<file path="src/rtl/rss_pkg.sv">
package rss_pkg;

    // Fixed field widths
    localparam int REQ_TYPE_W = 2;
    localparam int INDEX_W    = 10;
    localparam int VALUE_W    = 10;
    localparam int STATUS_W   = 2;
    localparam int PERM_LEN_W = 11;

    // Defaults
    localparam int MAX_LENGTH_DEF  = 1024;
    localparam int PERM_LEN_RST    = 1024;
    localparam int QUEUE_DEPTH_DEF = 2;

    // Request codes
    localparam logic [REQ_TYPE_W-1:0] REQ_SHUFFLE = 2'd0;
    localparam logic [REQ_TYPE_W-1:0] REQ_READ    = 2'd1;
    localparam logic [REQ_TYPE_W-1:0] REQ_RESTART = 2'd2;

    // Status codes
    localparam logic [STATUS_W-1:0] ST_OK    = 2'd0;
    localparam logic [STATUS_W-1:0] ST_RANGE = 2'd1;
    localparam logic [STATUS_W-1:0] ST_DONE  = 2'd2;

    // Work handed from front to back
    typedef enum logic [1:0] {
        OP_RESULT,   // result only, store untouched
        OP_READ,     // read entry at addr_a
        OP_SWAP,     // swap entries addr_a and addr_b
        OP_RESTART   // reload identity
    } t_op_kind;

    typedef struct packed {
        t_op_kind              kind;
        logic [STATUS_W-1:0]   status;
        logic                  done;
    } t_op_ctrl;

endpackage

</file>
<file path="src/rtl/rss_queue.sv">
module rss_queue import rss_pkg::*; #(
    parameter int DATA_W = $bits(t_op_ctrl) + 2 * INDEX_W,
    parameter int DEPTH  = QUEUE_DEPTH_DEF
) (
    input  logic              i_clk,
    input  logic              i_rst_n,
    input  logic              i_push,
    input  logic [DATA_W-1:0] i_data,
    input  logic              i_pop,
    output logic [DATA_W-1:0] o_data,
    output logic              o_full,
    output logic              o_empty
);

    localparam int PTR_W = $clog2(DEPTH);
    localparam int CNT_W = $clog2(DEPTH + 1);

    logic [DATA_W-1:0] r_slot [DEPTH];
    logic [PTR_W-1:0]  r_wr_ptr, r_rd_ptr;
    logic [CNT_W-1:0]  r_count;

    function automatic logic [PTR_W-1:0] ptr_inc(input logic [PTR_W-1:0] p);
        return (p == PTR_W'(DEPTH - 1)) ? '0 : p + PTR_W'(1);
    endfunction

    assign o_data  = r_slot[r_rd_ptr];
    assign o_full  = r_count == CNT_W'(DEPTH);
    assign o_empty = r_count == '0;

    always_ff @(posedge i_clk) begin
        if (i_push) begin
            r_slot[r_wr_ptr] <= i_data;
        end
    end

    always_ff @(posedge i_clk) begin
        if (!i_rst_n) begin
            r_wr_ptr <= '0;
            r_rd_ptr <= '0;
            r_count  <= '0;
        end else begin
            if (i_push) begin
                r_wr_ptr <= ptr_inc(r_wr_ptr);
            end
            if (i_pop) begin
                r_rd_ptr <= ptr_inc(r_rd_ptr);
            end
            if (i_push && !i_pop) begin
                r_count <= r_count + CNT_W'(1);
            end else if (i_pop && !i_push) begin
                r_count <= r_count - CNT_W'(1);
            end
        end
    end

endmodule

</file>
<file path="config.mk">
export PLATFORM = sky130hd
export DESIGN_NAME = rss_queue
export DESIGN_NICKNAME = d
export VERILOG_FILES = /design/src/rtl/rss_pkg.sv /design/src/rtl/rss_queue.sv
export SDC_FILE = /design/constraint.sdc
export NUM_CORES = 1
export LEC_CHECK = 0
export BUFFER_PORTS_ARGS = -buffer_cell sky130_fd_sc_hd__buf_2
export CORE_UTILIZATION = 35
export DETAILED_ROUTE_END_ITERATION = 7
export PLACE_DENSITY = 0.69
export SLEW_MARGIN = 20
export SYNTH_ARGS = -nofsm -noshare
export SYNTH_HDL_FRONTEND = slang
export SYNTH_SLANG_ARGS = --single-unit
</file>
<file path="constraint.sdc">
create_clock -name i_clk -period 2.1 [get_ports i_clk]
set_input_delay 0.105 -clock i_clk [delete_from_list [all_inputs] [get_ports i_clk]]
set_output_delay 0.105 -clock i_clk [all_outputs]
set_load 0.02 [all_outputs]
</file>
# == Word-level counts from Yosys, hierarchy flattened ==
# Memory sizes are Yosys's and may differ from the RTL's. A register that Yosys moved wholly into a read port is not among the register bits.
# Index checks and enable logic that the tools add are counted.
# word_totals
reg_bits,4
latchBits,0
ramBits,50
mem_bits_ro,0
output_inout_bits,27
memories,1
# op_classes
n_addsub,4
mul,0
div,0
magnitude_cmp,0
n_eq_ne,1
n_shift,0
n_mux,8
bitwise,0
reduce_logical,6
# memory_table
name,depth,word_bits,read_ports,rd_clocked_by_memory_dff,wr,line_no,text
r_slot,2,25,1,1,1,rss_queue.sv:18,logic [DATA_W-1:0] r_slot [DEPTH];
# op_table
operator,n
$mux 1,6
$mux 2,2
$add 1x1->1 const B,2
$add 2x1->2 const B,1
$eq 2x2->1 const B,1
$logic_and 1x1->1,2
$logic_not 1->1,2
$logic_not 2->1,1
$reduce_bool 2->1,1
$sub 2x1->2 const B,1

# == Depth between registers and ports, before layout ==
# logic_depth
ltp_word,4
ltp_mapped,5
depth_no_buf,5

# == Worst setup path after synthesis ==
# OpenSTA, ideal clock, no wires.
# synth_path
path_type,reg-to-reg
from,register r_wr_ptr
to,memory r_slot[0][0] (netlist bit) (enable)
arrival_ns,1.471
required_ns,1.689
slack_ns,0.218
path_stages_with_launch,2
n_path_buf,0
period_less_slack_ns,1.882
path_cell_list,dfxtp_1 nor2b_1
# synth_rtl
item,line_no,text
start: declaration,rss_queue.sv:19,"logic [PTR_W-1:0] r_wr_ptr, r_rd_ptr;"
start signal: assignment,rss_queue.sv:43,r_wr_ptr <= ptr_inc(r_wr_ptr);
end: declaration,rss_queue.sv:18,
# Straight into the memory's write port.

==> key figures <==
Die
  • Starting Density: 0.365
  • Die span in x: 78.0 um
  • Standard-cell rows: 27
  • Area of the core: 5540 um2
  • DIE AREA: 6080 um2
  • Die height: 78.0 um
  • I/O pin count: 56

Placement
  • Port bufs: 55
  • Gp weighted congestion: 0.680
  • Placed Instance Area: 2400 um2
  • HPWL after DPL: 2330 um
  • Placed cells: 228

Final layout
  • Fillers: 485
  • Antenna diode count: 0
  • Non-Filler Instances: 261
  • Area delta synth->final: 35.6%
  • Post-route cell area: 2740 um2
  • Fin nets: 218
  • Fraction of layout cells with a size suffix above 1: 0.497

Timing
  • Final setup vio count: 0
  • Max Slew Vio Count: 0
  • RSZ-0062 raised after global routing: false
  • Tmin final: 1510 ps
  • Post-route clock period utilization: 0.718
  • Final Hold Fails: 0
  • Max Fclk: 0.663 GHz
  • Slew margin rel.: 0.765
  • Final setup TNS: 0 ps
  • Fin Clk Skew: 8.08 ps
  • Slew @ Worst Pin: 353 ps

Setup path
  • CP startpoint kind: flop
  • Required time of the critical path: 2000 ps
  • R2r startpoint: r_wr_ptr$_SDFFE_PN0P_
  • Critical path class: reg -> out
  • Crit end category: output port
  • CP max FO: 16
  • CP top delay family: buffers and inverters
  • CP arrival: 1400 ps
  • Crit-path cells: buf_4 -> mux2_2 -> buf_2
  • Slowest CP cell: mux2_2
  • Reg2Reg Setup Slack: 960 ps
  • RR Endpoint: r_slot[1][23]$_DFFE_PP_
  • Reg2Reg Depth: 2
  • Worst Path Buf+Inv: 2
  • Crit-path max cell delay: 370 ps

Power
  • Worst VDD drop: 353 uV
  • Clk pwr share: 0.259
  • Gate power share: 0.155
  • Internal: 0.00166 W
  • PwrDens: 797 nW/um2
  • Switching fraction of total power: 0.240
  • Total power: 0.00219 W
  • P_leak: 1.05 nW
  • Flop pwr share: 0.585
  • Net switching power: 0.000525 W

Clock network
  • Clk sinks: 55
  • TritonCTS buffer count: 5
  • Clock root cell: clkbuf_8
  • Reg clk slew, reported paths: 90 ps
  • Clock Latency Late Sink: 300 ps
  • CTS Buffer Depth: 2
  • CTS Hold Bufs: 25
  • Post-CTS sizing: 0
  • Total number of H-tree levels: 2
  • CTS tree: built
  • Setup Buffers After CTS: 0

Routing
  • Wire per inst: 13.5 um
  • # DRC: 0
  • Met3 Routed Length: 178 um
  • Highest Signal Layer: met4
  • DRT Wirelength: 3510 um
  • Post-Route M1 WL: 1540 um
  • Via density: 4.35
  • Vias: 1,136
  • Pre-Repair DR Iteration Count: 3
  • Post-route ant nets: 0
  • Met2 Routed Length: 1780 um
  • DR iter-0 viols: 45

Synthesis
  • Post-synthesis simple-gate area fraction: 0.0278
  • Post-synthesis sequential area ratio: 0.792
  • Synth area leader: edfxtp_1
  • Largest family of logic cells by synthesized area: multiplexers
  • Mux contribution to synthesized area: 0.139
  • Synth Area in Adders: 0.00619
  • Complex-gate fraction of the synthesized area: 0.00990
  • Mapped Area: 2020 um2
  • Yosys reg bits: 55
  • Syn nets: 130
  • Post-synth EDFFs: 50
  • Post-synthesis xor/xnor area fraction: 0.0130
  • Synth unique cells: 17
  • Yosys warns: 0
  • Synth top area cells: edfxtp_1 (74%), mux2_2 (14%), dfxtp_1 (5.0%)
  • Ys flop type: edfxtp_1
  • Top cells by count, synth: edfxtp_1 (50), mux2_2 (25), dfxtp_1 (5)
  • Synth async-reset ratio: 0
  • Count leader, synth: edfxtp_1
  • Gate Count Post-Synth: 100
  • Post-synth top area share: 0.743
  • Syn_area_per_cell: 20.2 um2

Global routing
  • First-pass GRT wire length: 5790 um
  • Antenna violations before repair: 0
  • Total track usage: 0.128
  • Vias in the first global route: 1,223
  • Grt ovf: 0
  • Pin count of the biggest net entering global routing: 27

Status
  • Status: finished clean

Min path
  • Hold EP: r_rd_ptr$_SDFFE_PN0P_
  • Hold Crit Depth: 2
  • Min-delay worst type: in -> reg
  • HP Start: i_rst_n

Run
  • Max cap viols: 0
## worst max-delay path by stage
stage | cells past startpoint | to | start | slack, ps
floorplan | 1 | r_slot[0][0]$_DFFE_PP_ | r_wr_ptr$_SDFFE_PN0P_ | 220
global placement | 3 | o_data[14] | flop | 940
detailed placement | 3 | o_data[12] | flop | 920
CTS | 3 | o_data[12] | flop | 570
global route | 3 | o_data[0] | flop | 490
finish | 3 | o_data[12] | flop | 590
## worst reg2reg max path: cells and delay by family (launching register included)
family / cells / cell delay (ps)
flops: 1 / 360
buf+inv: 1 / 310
simple gates: 1 / 130
## registers in the layout, indices dropped and copies added (netlist names), named ones only
signal / cells
r_wr_ptr: 1
r_rd_ptr: 1
r_count: 2
r_slot: 50
## routing by layer
layer | up-vias | track usage
met4 | 0 | 0.0444
li1 | 557 | -
met3 | 2 | 0.0424
met5 | - | 0
met1 | 539 | 0.147
met2 | 38 | 0.223
## cell type report
| cell class | count | area, um2 | share of cell area |
|---|---|---|---|
| Clock buffer | 5 | 68.8 | 0.0251 |
| Clock inverter | 3 | 22.5 | 0.00822 |
| Inverter | 1 | 3.75 | 0.00137 |
| Multi-Input combinational cell | 41 | 399 | 0.146 |
| Timing Repair Buffer | 84 | 556 | 0.203 |
| Tap cell | 72 | 90.1 | 0.0329 |
| Sequential cell | 55 | 1600 | 0.584 |
## power by group through the flow
stage	clock network (W)	logic, W	registers [W]
6_report	0.000567	0.000340	0.00128
5_1_grt	0.000641	0.000369	0.00129
4_1_cts	0.000598	0.000346	0.00128
3_5_place_dp	0	0.000308	0.00131
3_3_place_gp	0	0.000297	0.00130
2_1_floorplan	0	0.000201	0.00130
## through the flow
| stage | hold slack (ps) | worst slack (ps) | util |
|---|---|---|---|
| 2_1_floorplan | 204 | 218 | - |
| 4_1_cts | 59.5 | 568 | 0.495 |
| 6_report | 76.4 | 592 | 0.495 |
| 3_5_place_dp | 299 | 916 | 0.433 |
| 5_1_grt | 64.2 | 487 | 0.495 |
| 3_3_place_gp | 294 | 936 | 0.433 |
## placed cells by master, fill, tap and decap left out, drive strengths merged
master,count
a21boi,1
and2,4
and2b,1
buf,59
clkbuf,5
clkinv,2
dfxtp,5
dlygate4sd3,25
edfxtp,50
ha,1
inv,2
mux2,25
nor2,1
nor2b,2
o21a,1
o21ai,1
or3,1
xnor2,1
xor2,2
## cells by family after synthesis
family | Yosys count
DFF | 55
muxes | 25
and+or+nand+nor | 9
buffers and inverters | 4
AOI/OAI and AO/OA | 3
xor gates and xnor gates | 3
adders and majority gates | 1
Power figures use the tool's default switching activity.
