==> config.mk <==
export PLATFORM = sky130hd
export DESIGN_NAME = rss_front_flat
export DESIGN_NICKNAME = d
export VERILOG_FILES = /design/src/rtl/rss_pkg.sv /design/src/rtl/rss_ifs.sv /design/src/rtl/rss_front.sv /design/src/flat_wrapper.sv
export SDC_FILE = /design/constraint.sdc
export NUM_CORES = 1
export LEC_CHECK = 0
export BUFFER_PORTS_ARGS = -buffer_cell sky130_fd_sc_hd__clkbuf_2
export CAP_MARGIN = 25
export CORE_MARGIN = 10
export CORE_UTILIZATION = 48
export DETAILED_ROUTE_END_ITERATION = 16
export GPL_TIMING_DRIVEN = 1
export PLACE_DENSITY_LB_ADDON = 0.1
export SLEW_MARGIN = 20
export SYNTH_ARGS = -nofsm -noshare
export SYNTH_HDL_FRONTEND = slang
export SYNTH_SLANG_ARGS = --single-unit
export TNS_END_PERCENT = 50
==> constraint.sdc <==
create_clock -name i_clk -period 2.45 [get_ports i_clk]
set_input_delay 0.3675 -clock i_clk [delete_from_list [all_inputs] [get_ports i_clk]]
set_output_delay 0.3675 -clock i_clk [all_outputs]
set_load 0.005 [all_outputs]
==> src/rtl/rss_pkg.sv <==
package rss_pkg;

    // Fixed field widths
    localparam int REQ_TYPE_W = 2;
    localparam int INDEX_W    = 10;
    localparam int VALUE_W    = 10;
    localparam int STATUS_W   = 2;
    localparam int PERM_LEN_W = 11;

    // Defaults
    localparam int MAX_LENGTH_DEF  = 1024;
    localparam int PERM_LEN_RST    = 1024;
    localparam int QUEUE_DEPTH_DEF = 2;

    // Request codes
    localparam logic [REQ_TYPE_W-1:0] REQ_SHUFFLE = 2'd0;
    localparam logic [REQ_TYPE_W-1:0] REQ_READ    = 2'd1;
    localparam logic [REQ_TYPE_W-1:0] REQ_RESTART = 2'd2;

    // Status codes
    localparam logic [STATUS_W-1:0] ST_OK    = 2'd0;
    localparam logic [STATUS_W-1:0] ST_RANGE = 2'd1;
    localparam logic [STATUS_W-1:0] ST_DONE  = 2'd2;

    // Work handed from front to back
    typedef enum logic [1:0] {
        OP_RESULT,   // result only, store untouched
        OP_READ,     // read entry at addr_a
        OP_SWAP,     // swap entries addr_a and addr_b
        OP_RESTART   // reload identity
    } t_op_kind;

    typedef struct packed {
        t_op_kind              kind;
        logic [STATUS_W-1:0]   status;
        logic                  done;
    } t_op_ctrl;

endpackage

==> src/rtl/rss_ifs.sv <==
interface rss_req_if import rss_pkg::*; ();
    logic                  valid;
    logic                  ready;
    logic [REQ_TYPE_W-1:0] req_type;
    logic [INDEX_W-1:0]    rand_index;
    logic [INDEX_W-1:0]    read_pos;

    modport source (output valid, output req_type, output rand_index, output read_pos,
                    input ready);
    modport sink   (input valid, input req_type, input rand_index, input read_pos,
                    output ready);
endinterface


interface rss_cfg_if import rss_pkg::*; ();
    logic                  valid;
    logic                  ready;
    logic [PERM_LEN_W-1:0] perm_length;

    modport source (output valid, output perm_length, input ready);
    modport sink   (input valid, input perm_length, output ready);
endinterface

==> src/rtl/rss_front.sv <==
module rss_front import rss_pkg::*; #(
    parameter int MAX_LENGTH = MAX_LENGTH_DEF,
    parameter int IDX_W      = $clog2(MAX_LENGTH),
    parameter int SP_W       = $clog2(MAX_LENGTH + 1),
    parameter int Q_W        = $bits(t_op_ctrl) + 2 * IDX_W
) (
    input  logic          i_clk,
    input  logic          i_rst_n,
    rss_cfg_if.sink       i_cfg,
    rss_req_if.sink       i_req,
    input  logic          i_q_full,
    input  logic          i_clearing,
    output logic          o_q_push,
    output logic [Q_W-1:0] o_q_data
);

    localparam int CMP_W = (SP_W > PERM_LEN_W) ? SP_W : PERM_LEN_W;
    localparam logic [SP_W-1:0] LEN_RST =
        SP_W'((PERM_LEN_RST > MAX_LENGTH) ? MAX_LENGTH : PERM_LEN_RST);

    logic [SP_W-1:0]  r_len, n_len;
    logic [SP_W-1:0]  r_step, n_step;
    logic [CMP_W-1:0] cfg_ext, len_ext, step_ext, j_ext, rp_ext;
    logic             accept;
    logic             step_done;
    t_op_ctrl         op;
    logic [IDX_W-1:0] addr_a, addr_b;

    assign i_cfg.ready = 1'b1;
    assign i_req.ready = !i_q_full && !i_clearing;
    assign accept      = i_req.valid && i_req.ready;

    // length clamp, settled at write time
    assign cfg_ext = CMP_W'(i_cfg.perm_length);
    always_comb begin
        priority if (cfg_ext == '0) begin
            n_len = SP_W'(1);
        end else if (cfg_ext > CMP_W'(MAX_LENGTH)) begin
            n_len = SP_W'(MAX_LENGTH);
        end else begin
            n_len = SP_W'(cfg_ext);
        end
    end

    assign len_ext   = CMP_W'(r_len);
    assign step_ext  = CMP_W'(r_step);
    assign j_ext     = CMP_W'(i_req.rand_index);
    assign rp_ext    = CMP_W'(i_req.read_pos);
    assign step_done = step_ext >= len_ext;

    // classify
    always_comb begin
        op.kind   = OP_RESULT;
        op.status = ST_OK;
        op.done   = step_done;
        addr_a    = '0;
        addr_b    = '0;
        n_step    = r_step;
        unique case (i_req.req_type)
            REQ_SHUFFLE: begin
                if (step_done) begin
                    op.status = ST_DONE;
                end else if (j_ext >= len_ext) begin
                    op.status = ST_RANGE;
                end else begin
                    op.kind = OP_SWAP;
                    addr_a  = IDX_W'(r_step);
                    addr_b  = IDX_W'(i_req.rand_index);
                    n_step  = r_step + SP_W'(1);
                    op.done = (step_ext + CMP_W'(1)) >= len_ext;
                end
            end
            REQ_READ: begin
                if (rp_ext >= len_ext) begin
                    op.status = ST_RANGE;
                end else begin
                    op.kind = OP_READ;
                    addr_a  = IDX_W'(i_req.read_pos);
                end
            end
            REQ_RESTART: begin
                op.kind = OP_RESTART;
                op.done = 1'b0;
                n_step  = '0;
            end
            default: begin
                // unused code: plain result
            end
        endcase
    end

    assign o_q_push = accept;
    assign o_q_data = {op, addr_a, addr_b};

    always_ff @(posedge i_clk) begin
        if (!i_rst_n) begin
            r_len  <= LEN_RST;
            r_step <= '0;
        end else begin
            if (i_cfg.valid && i_cfg.ready) begin
                r_len <= n_len;
            end
            if (accept) begin
                r_step <= n_step;
            end
        end
    end

endmodule

==> src/flat_wrapper.sv <==
// flat-port wrapper written by rule: the top's interface ports become plain ports
module rss_front_flat import rss_pkg::*;
#(
    parameter int MAX_LENGTH = MAX_LENGTH_DEF,
    parameter int IDX_W      = $clog2(MAX_LENGTH),
    parameter int SP_W       = $clog2(MAX_LENGTH + 1),
    parameter int Q_W        = $bits(t_op_ctrl) + 2 * IDX_W
)
  (i_clk, i_rst_n, i_q_full, i_clearing, o_q_push, o_q_data, i_cfg_valid, i_cfg_perm_length, i_cfg_ready, i_req_valid, i_req_req_type, i_req_rand_index, i_req_read_pos, i_req_ready);
  rss_cfg_if i_cfg_i ();
  rss_req_if i_req_i ();
  input  logic i_clk;
  input  logic i_rst_n;
  input  logic i_q_full;
  input  logic i_clearing;
  output logic o_q_push;
  output logic [Q_W-1:0] o_q_data;
  input wire logic [$bits(i_cfg_i.valid)-1:0] i_cfg_valid;
  input wire logic [$bits(i_cfg_i.perm_length)-1:0] i_cfg_perm_length;
  output wire logic [$bits(i_cfg_i.ready)-1:0] i_cfg_ready;
  input wire logic [$bits(i_req_i.valid)-1:0] i_req_valid;
  input wire logic [$bits(i_req_i.req_type)-1:0] i_req_req_type;
  input wire logic [$bits(i_req_i.rand_index)-1:0] i_req_rand_index;
  input wire logic [$bits(i_req_i.read_pos)-1:0] i_req_read_pos;
  output wire logic [$bits(i_req_i.ready)-1:0] i_req_ready;
  assign i_cfg_i.valid = i_cfg_valid;
  assign i_cfg_i.perm_length = i_cfg_perm_length;
  assign i_cfg_ready = i_cfg_i.ready;
  assign i_req_i.valid = i_req_valid;
  assign i_req_i.req_type = i_req_req_type;
  assign i_req_i.rand_index = i_req_rand_index;
  assign i_req_i.read_pos = i_req_read_pos;
  assign i_req_ready = i_req_i.ready;
  rss_front #(.MAX_LENGTH(MAX_LENGTH), .IDX_W(IDX_W), .SP_W(SP_W), .Q_W(Q_W)) u_core (.i_clk(i_clk), .i_rst_n(i_rst_n), .i_cfg(i_cfg_i), .i_req(i_req_i), .i_q_full(i_q_full), .i_clearing(i_clearing), .o_q_push(o_q_push), .o_q_data(o_q_data));
endmodule
* Word level (Yosys, flattened, before mapping)
Index checks and enable logic that the tools add are counted.
Cells by class: equal/unequal tests 4, $lt $le $gt $ge 5, reduce and logical (&&, ||, !) cells 8, mux-type cells 23, add/subtract/negate cells 1
Operators with widths (number):
- 2-to-1 mux 10 bit | 6
- 2-to-1 mux 11 bit | 4
- >= comparator 10 x 11 -> 1 bit | 2
- >= comparator 11 bit | 2
- one-hot mux 11 bit (2 select lines) | 1
- one-hot mux 10 bit (2 select lines) | 1
- adder 11 x 1 -> 11 bit, second input constant | 1
- greater-than comparator 11 bit, second input constant | 1
- zero test 11 bit | 1
- 2-to-1 mux 2 bit | 3
- one-hot mux 2 bit (3 select lines) | 1
- 2-to-1 mux 1 bit | 5
- inequality test 2 bit, second input constant | 2
- one-hot mux 2 bit (2 select lines) | 1
- AND reduction 4 bit | 1
- == test 2 x 1 -> 1 bit, second input constant | 1
- == test 2 bit, second input constant | 1
- logical AND 1 bit | 2
- zero test 1 bit | 2
- zero test 2 bit | 1
- one-hot mux 1 bit (2 select lines) | 1
- nonzero test 2 bit | 1
Storage, ports and cells: output and inout bits 28, input port bits 39, bits in registers 22

* Longest topological paths before layout
depth in word-level cells 5, depth in mapped cells 11

* Least setup slack after synthesis
Ideal clock, no wire load.
path kind register to output, start register u_core.r_step[0], end output port o_q_data[10], required time 2.082 ns, buffers on the path 2, path slack -0.102 ns, cell stages (with the launch flop) 11, data arrival time 2.185 ns, cells stage by stage dfxtp_1 > inv_1 > ha_1 > nand2b_1 > a2111oi_2 > o41a_1 > and2_4 > buf_6 > and3_4 > buf_6 > a22o_1
On the way: longest elaborated chain between the ends 3
Ends and longest elaborated chain:
- from (decl) | RTL line rss_front.sv:22 | logic [SP_W-1:0] r_step, n_step;
- from (signal assigned) | RTL line rss_front.sv:104 | r_step <= n_step;
- >= comparator 11 bit or 2-to-1 mux 10 bit (tied branches) | RTL line rss_front.sv:49, rss_front.sv:63
- 2-to-1 mux 10 bit (*) | RTL line rss_front.sv:61 | if (step_done) begin
- one-hot mux 10 bit (2 select lines) (*) | RTL line rss_front.sv:59 | unique case (i_req.req_type)
- to (decl) | RTL line flat_wrapper.sv:17 | output logic [Q_W-1:0] o_q_data;
Mark *: on every way between the ends. The rest lies on a longest branch, timed or not.

* Final worst setup path
start register u_core.r_step[0], end output port o_q_data[20]
On the way: longest elaborated chain between the ends 5
Ends and longest elaborated chain:
- adder 11 x 1 -> 11 bit | RTL line rss_front.sv:70 | op.done = (step_ext + CMP_W'(1)) >= len_ext;
- >= comparator 11 bit | RTL line rss_front.sv:70
- 2-to-1 mux 1 bit | RTL line rss_front.sv:63 | end else if (j_ext >= len_ext) begin
- 2-to-1 mux 1 bit | RTL line rss_front.sv:61
- one-hot mux 1 bit (2 select lines) (*) | RTL line rss_front.sv:59
Marked as above.

==> results <==
- Summed over all layers, the global routing overflow is 0.
- The count of antenna-violating nets left after detailed routing is 0.
- The maximum number of pins on one net before global-route repair is 18.
- The net switching power figure is ~340 uW.
- The remaining routing DRC violations is 0.
- The post-synth design cell area is approximately 2400 um^2.
- Clock-pin slew was measured on the worst setup and hold paths at 0.09 ns.
- The final standard cell utilization of the core is 76.3%.
- The sequential-to-total area share from yosys stat is 18.6%.
- Registers take 465 um^2.
- In this run the static leakage power is 1.71 nW.
- The area fraction in and, or, nand and nor cells after synthesis is about a quarter.
- Walking the worst path, the cells encountered are buf_4 > buf_4 > nand3_2 > xnor2_2 > ha_1 > nand4_1 > o21a_1 > a21oi_2 > o31ai_1 > a311oi_1 > buf_2.
- The placement-stage cell area is approximately 3100 um^2.
- From bottom edge to top edge, the die measures 90.2 um.
- The library cell used as clock root buffer is clkbuf_8.
- The first routing iteration left 194 violations.
- The via density per instance is between 5 and 6.
- The antenna diode count is 0.
- Dividing the final minimum period by the clock period gives 117%.
- After the last flow step, the layout net total stands at about 500.
- In this run the top signal layer used is met4.
- The critical path starts at u_core.r_step[0].
- The max-cap check violation count is 0.
- The via count of the first global-routing pass is 2815.
- After synthesis, the cell types taking the most area are ha_1 (23%), dfxtp_1 (19%), nand2_1 (5.2%).
- The Yosys step of the flow raised 0 warnings.
- The global-route wire length before repair is 14200 um.
- After synthesis, the largest area contributor takes up 22.7% of total cell area.
- Of the total power, the clock network draws 29.0%.
- Net switching is 32.0% of the power.
- Power spread over the standard cell area amounts to a little under 300 nW/um^2.
- Across all register-to-register paths, the minimum setup slack is -0.02 ns.
- The sink count of the clock tree is 22.
- The routed wire length on met2 is just under 5000 um.
- Dividing the detail-routed wire length by the instance count gives 19.9 um.
- The data arrival time at the worst-slack endpoint is approximately 2.5 ns.
- The minimum setup slack in the final design is -0.426 ns.
- The worst hold path belongs to the class in2reg.
- Counting cells, the worst reg-to-reg path comes to 10.
- The clock passes through at most 2 buffers.
- The total of fill cells in the finished design is 347.
- After Yosys synthesis, XOR and XNOR cells account for 3.33% of the synthesized area.
- The fraction of final layout cells with drive strength greater than 1 is 46.6%.
- The clock tree skew after final layout is about 0.0041 ns.
- The final period demand of the worst path is about 2.9 ns.
- The detailed-route wire length is 9770 um.
- The kind of cell with the highest combined delay along the critical path is compound AO/OA/AOI/OAI gates.
- The worst register-to-register path ends at u_core.r_step[0].
- VDD sags by at most 0.208 mV.
- The TritonCTS clock tree is yes.
- The number of ports placed on the die boundary is 67.
- For this configuration, the core starts out at a cell density of 49.8%.
- The maximum clock frequency is 348 MHz.
- In the final routing, the length of wire on met1 measures 3590 um.
- After legalization and detailed placement, the total HPWL measured 6610 um.
- The count of unique library cells instantiated by Yosys is 46.
- The critical path in this run is classified as reg2out.
- Setup repair after global routing could not meet its margin everywhere.
- The total power after layout is between 1 and 1.5 mW.
- Along the worst path, the maximum fanout reaches 5.
- The depth of the critical timing path with buffers and inverters included is 11.
- The checks that failed: negative setup slack.
- Combinational logic burns between 30% and 40% of the power.
- The congestion estimate from routability-driven global placement came to 0.994.
- The critical path buffer and inverter count is 3.
- The worst path required time is 2.08 ns.
- The share of cell area taken by muxes after synthesis is under 10%.
- The total internal power is approximately 730 uW.
- Sequential cells burn 34.2% of the power.
- The fraction of the mapped netlist area in adder cells is a little under a quarter.
- The synthesis-stage register bit count is 22.
- The number of max-slew violations in the final report came to 0.
- Setup violations remaining at the end of the flow were counted as 26.
- The startpoint identified for the worst register-to-register timing path is u_core.r_step[1].
- The die area is 8140 um^2.
- The count of buffers added on input and output ports is 65.
- The routed wire length on met3 is 831 um.
- The area of the core is 4750 um^2.
- The synthesized netlist devotes between 20% and 30% of its cell area to compound gates.
- Synthesis handed over a netlist of 301 instances.
- The global router's overall resource usage is 21.1%.
- After synthesis, the mean cell area works out to 7.86 um^2.
- The largest incremental delay on the critical path is 0.39 ns.
- After routing the design area is 3630 um^2.
- The overall via count from detail_route is between 2000 and 3000.
- The run finished, with violations left.
- In this run the number of H-tree levels came out at 1.
- After synthesis, the largest family of logic cells by area is simple AND/OR/NAND/NOR gates.
- The number of hold buffers added after CTS was 0.
- The worst setup path is captured at an output pin.
- Before antenna repair, the detailed router went through 5 iterations.
- After routing, the total negative slack on setup checks comes to -7.49 ns.
- For this design, the slowest cell found on the critical path is dfxtp_4.
- The number of buffers inserted during clock tree synthesis is 3.
- Following the worst setup path forward leads to its endpoint at o_q_data[20].
- The multi-input combinational cell area is 2120 um^2.
- The floorplan has 25 rows.
- At the pin with the least slew margin, the transition time is 0.631 ns.
- After synthesis, the share of flip-flops with an asynchronous set or reset is 0%.
- The final-report hold violation count is 0.
- Counting stages on the worst path, the most repeated cell is buf_4.
- Ranked by instance count, the synthesized netlist is headed by ha_1 (43), nand2_1 (33), dfxtp_1 (22), inv_1 (20), nor2_1 (20).
- The worst setup path is launched from a flop.
- In this run, synthesis inferred 0 flip-flops with an integrated enable.
- Of all cell types, the one taking the most synthesized area is ha_1.
- The startpoint identified for the worst hold timing path is i_cfg_perm_length[4].
- The worst pin sits at a relative slew slack of between 50% and 60%.
- Among all cell types in the netlist, the one instantiated most often is ha_1.
- Among all flip-flop cells after synthesis, the most frequent one is dfxtp_1.
- Synthesis produced a netlist with a net count of 383.
- The clock reaches the later pin of the worst-skew pair after 0.27 ns.
- The die is 90.2 um wide.
- The number of antenna violations at the first check in global routing is 0.
- The worst hold slack is 0.324 ns.
- The area added between synthesis and finish is 53.4%.
-- cell type report --
cell class	instances	area share [%]
Sequential cell	22	12.8
Timing Repair Buffer	126	22.3
Multi-Input combinational cell	250	58.5
Tap cell	67	2.31
Inverter	21	2.24
Clock buffer	4	1.83
-- repair_timing --
action	4_1_cts	5_1_grt
cloned	3	0
pin swaps	17	25
resized for setup	32	44
setup buffers	9	7
endpoints found under the setup margin	30	33
-- how the worst min path moves through the flow --
stage	to	slack [ns]	depth (start not counted)
after global routing	u_core.len_ext[4]	0.33	3
after detailed placement	u_core.len_ext[4]	0.47	2
after floorplan	u_core.len_ext[4]	0.46	2
after CTS	u_core.len_ext[4]	0.32	3
final	u_core.len_ext[4]	0.32	3
after global placement	u_core.len_ext[4]	0.46	2
-- stage by stage --
step           setup slack (ns)  std cells
3_5_place_dp             -0.190        467
3_3_place_gp             -0.238        467
2_1_floorplan           0.00823        301
4_1_cts                  -0.344        483
6_report                 -0.426        490
5_1_grt                  -0.468        490
-- cells by family (layout without fill, tap and decap cells) --
group | after synthesis | count (layout)
other cells | 1 | 1
flops | 22 | 22
mux | 8 | 8
simple gates | 114 | 117
compound gates | 72 | 72
buf+inv | 32 | 151
fa+ha+maj | 43 | 43
xor+xnor | 9 | 9
-- power by group through the flow --
stage	clock network (mW)	logic (mW)	registers (mW)
2_1_floorplan	0	0.169	0.376
3_3_place_gp	0	0.297	0.376
3_5_place_dp	0	0.305	0.376
4_1_cts	0.317	0.336	0.368
5_1_grt	0.327	0.427	0.367
6_report	0.311	0.395	0.366
-- worst register-to-register path, delay by kind of cell, from the launching register on --
family	cells	cell delay [ns]
DFF	1	0.38
buffers and inverters	4	0.56
adders and majority gates	1	0.29
AOI/OAI and AO/OA	5	1.12
-- sequential cells by signal, summed over array words and instances, names as in the netlist --
| name | cells |
|---|---|
| u_core.r_step | 11 |
| u_core.len_ext | 11 |
-- routing by layer --
metal	up-vias	track usage [%]
met3	41	3.99
met1	1340	23.7
met4	0	8.36
met5	-	0
met2	168	38.1
li1	1351	-
-- placed cells by master, fill, tap and decap left out, types with 5 or more instances in the layout --
cell type | Yosys | layout
clkbuf_2 | 0 | 60
buf_4 | 2 | 54
nand2_1 | 33 | 32
ha_1 | 43 | 30
nor2_1 | 20 | 17
inv_1 | 20 | 14
and2_1 | 13 | 13
ha_4 | 0 | 13
a21oi_1 | 16 | 10
a22o_1 | 10 | 10
dfxtp_1 | 22 | 10
nand3_1 | 14 | 9
nand4_1 | 9 | 9
mux2i_1 | 8 | 8
dfxtp_2 | 0 | 8
buf_6 | 3 | 7
a21o_1 | 6 | 6
a21oi_2 | 0 | 6
xor2_1 | 5 | 5
inv_2 | 0 | 5
nor3_2 | 0 | 5
buf_2 | 1 | 5
No activity file was read; power rests on OpenSTA's default activity.
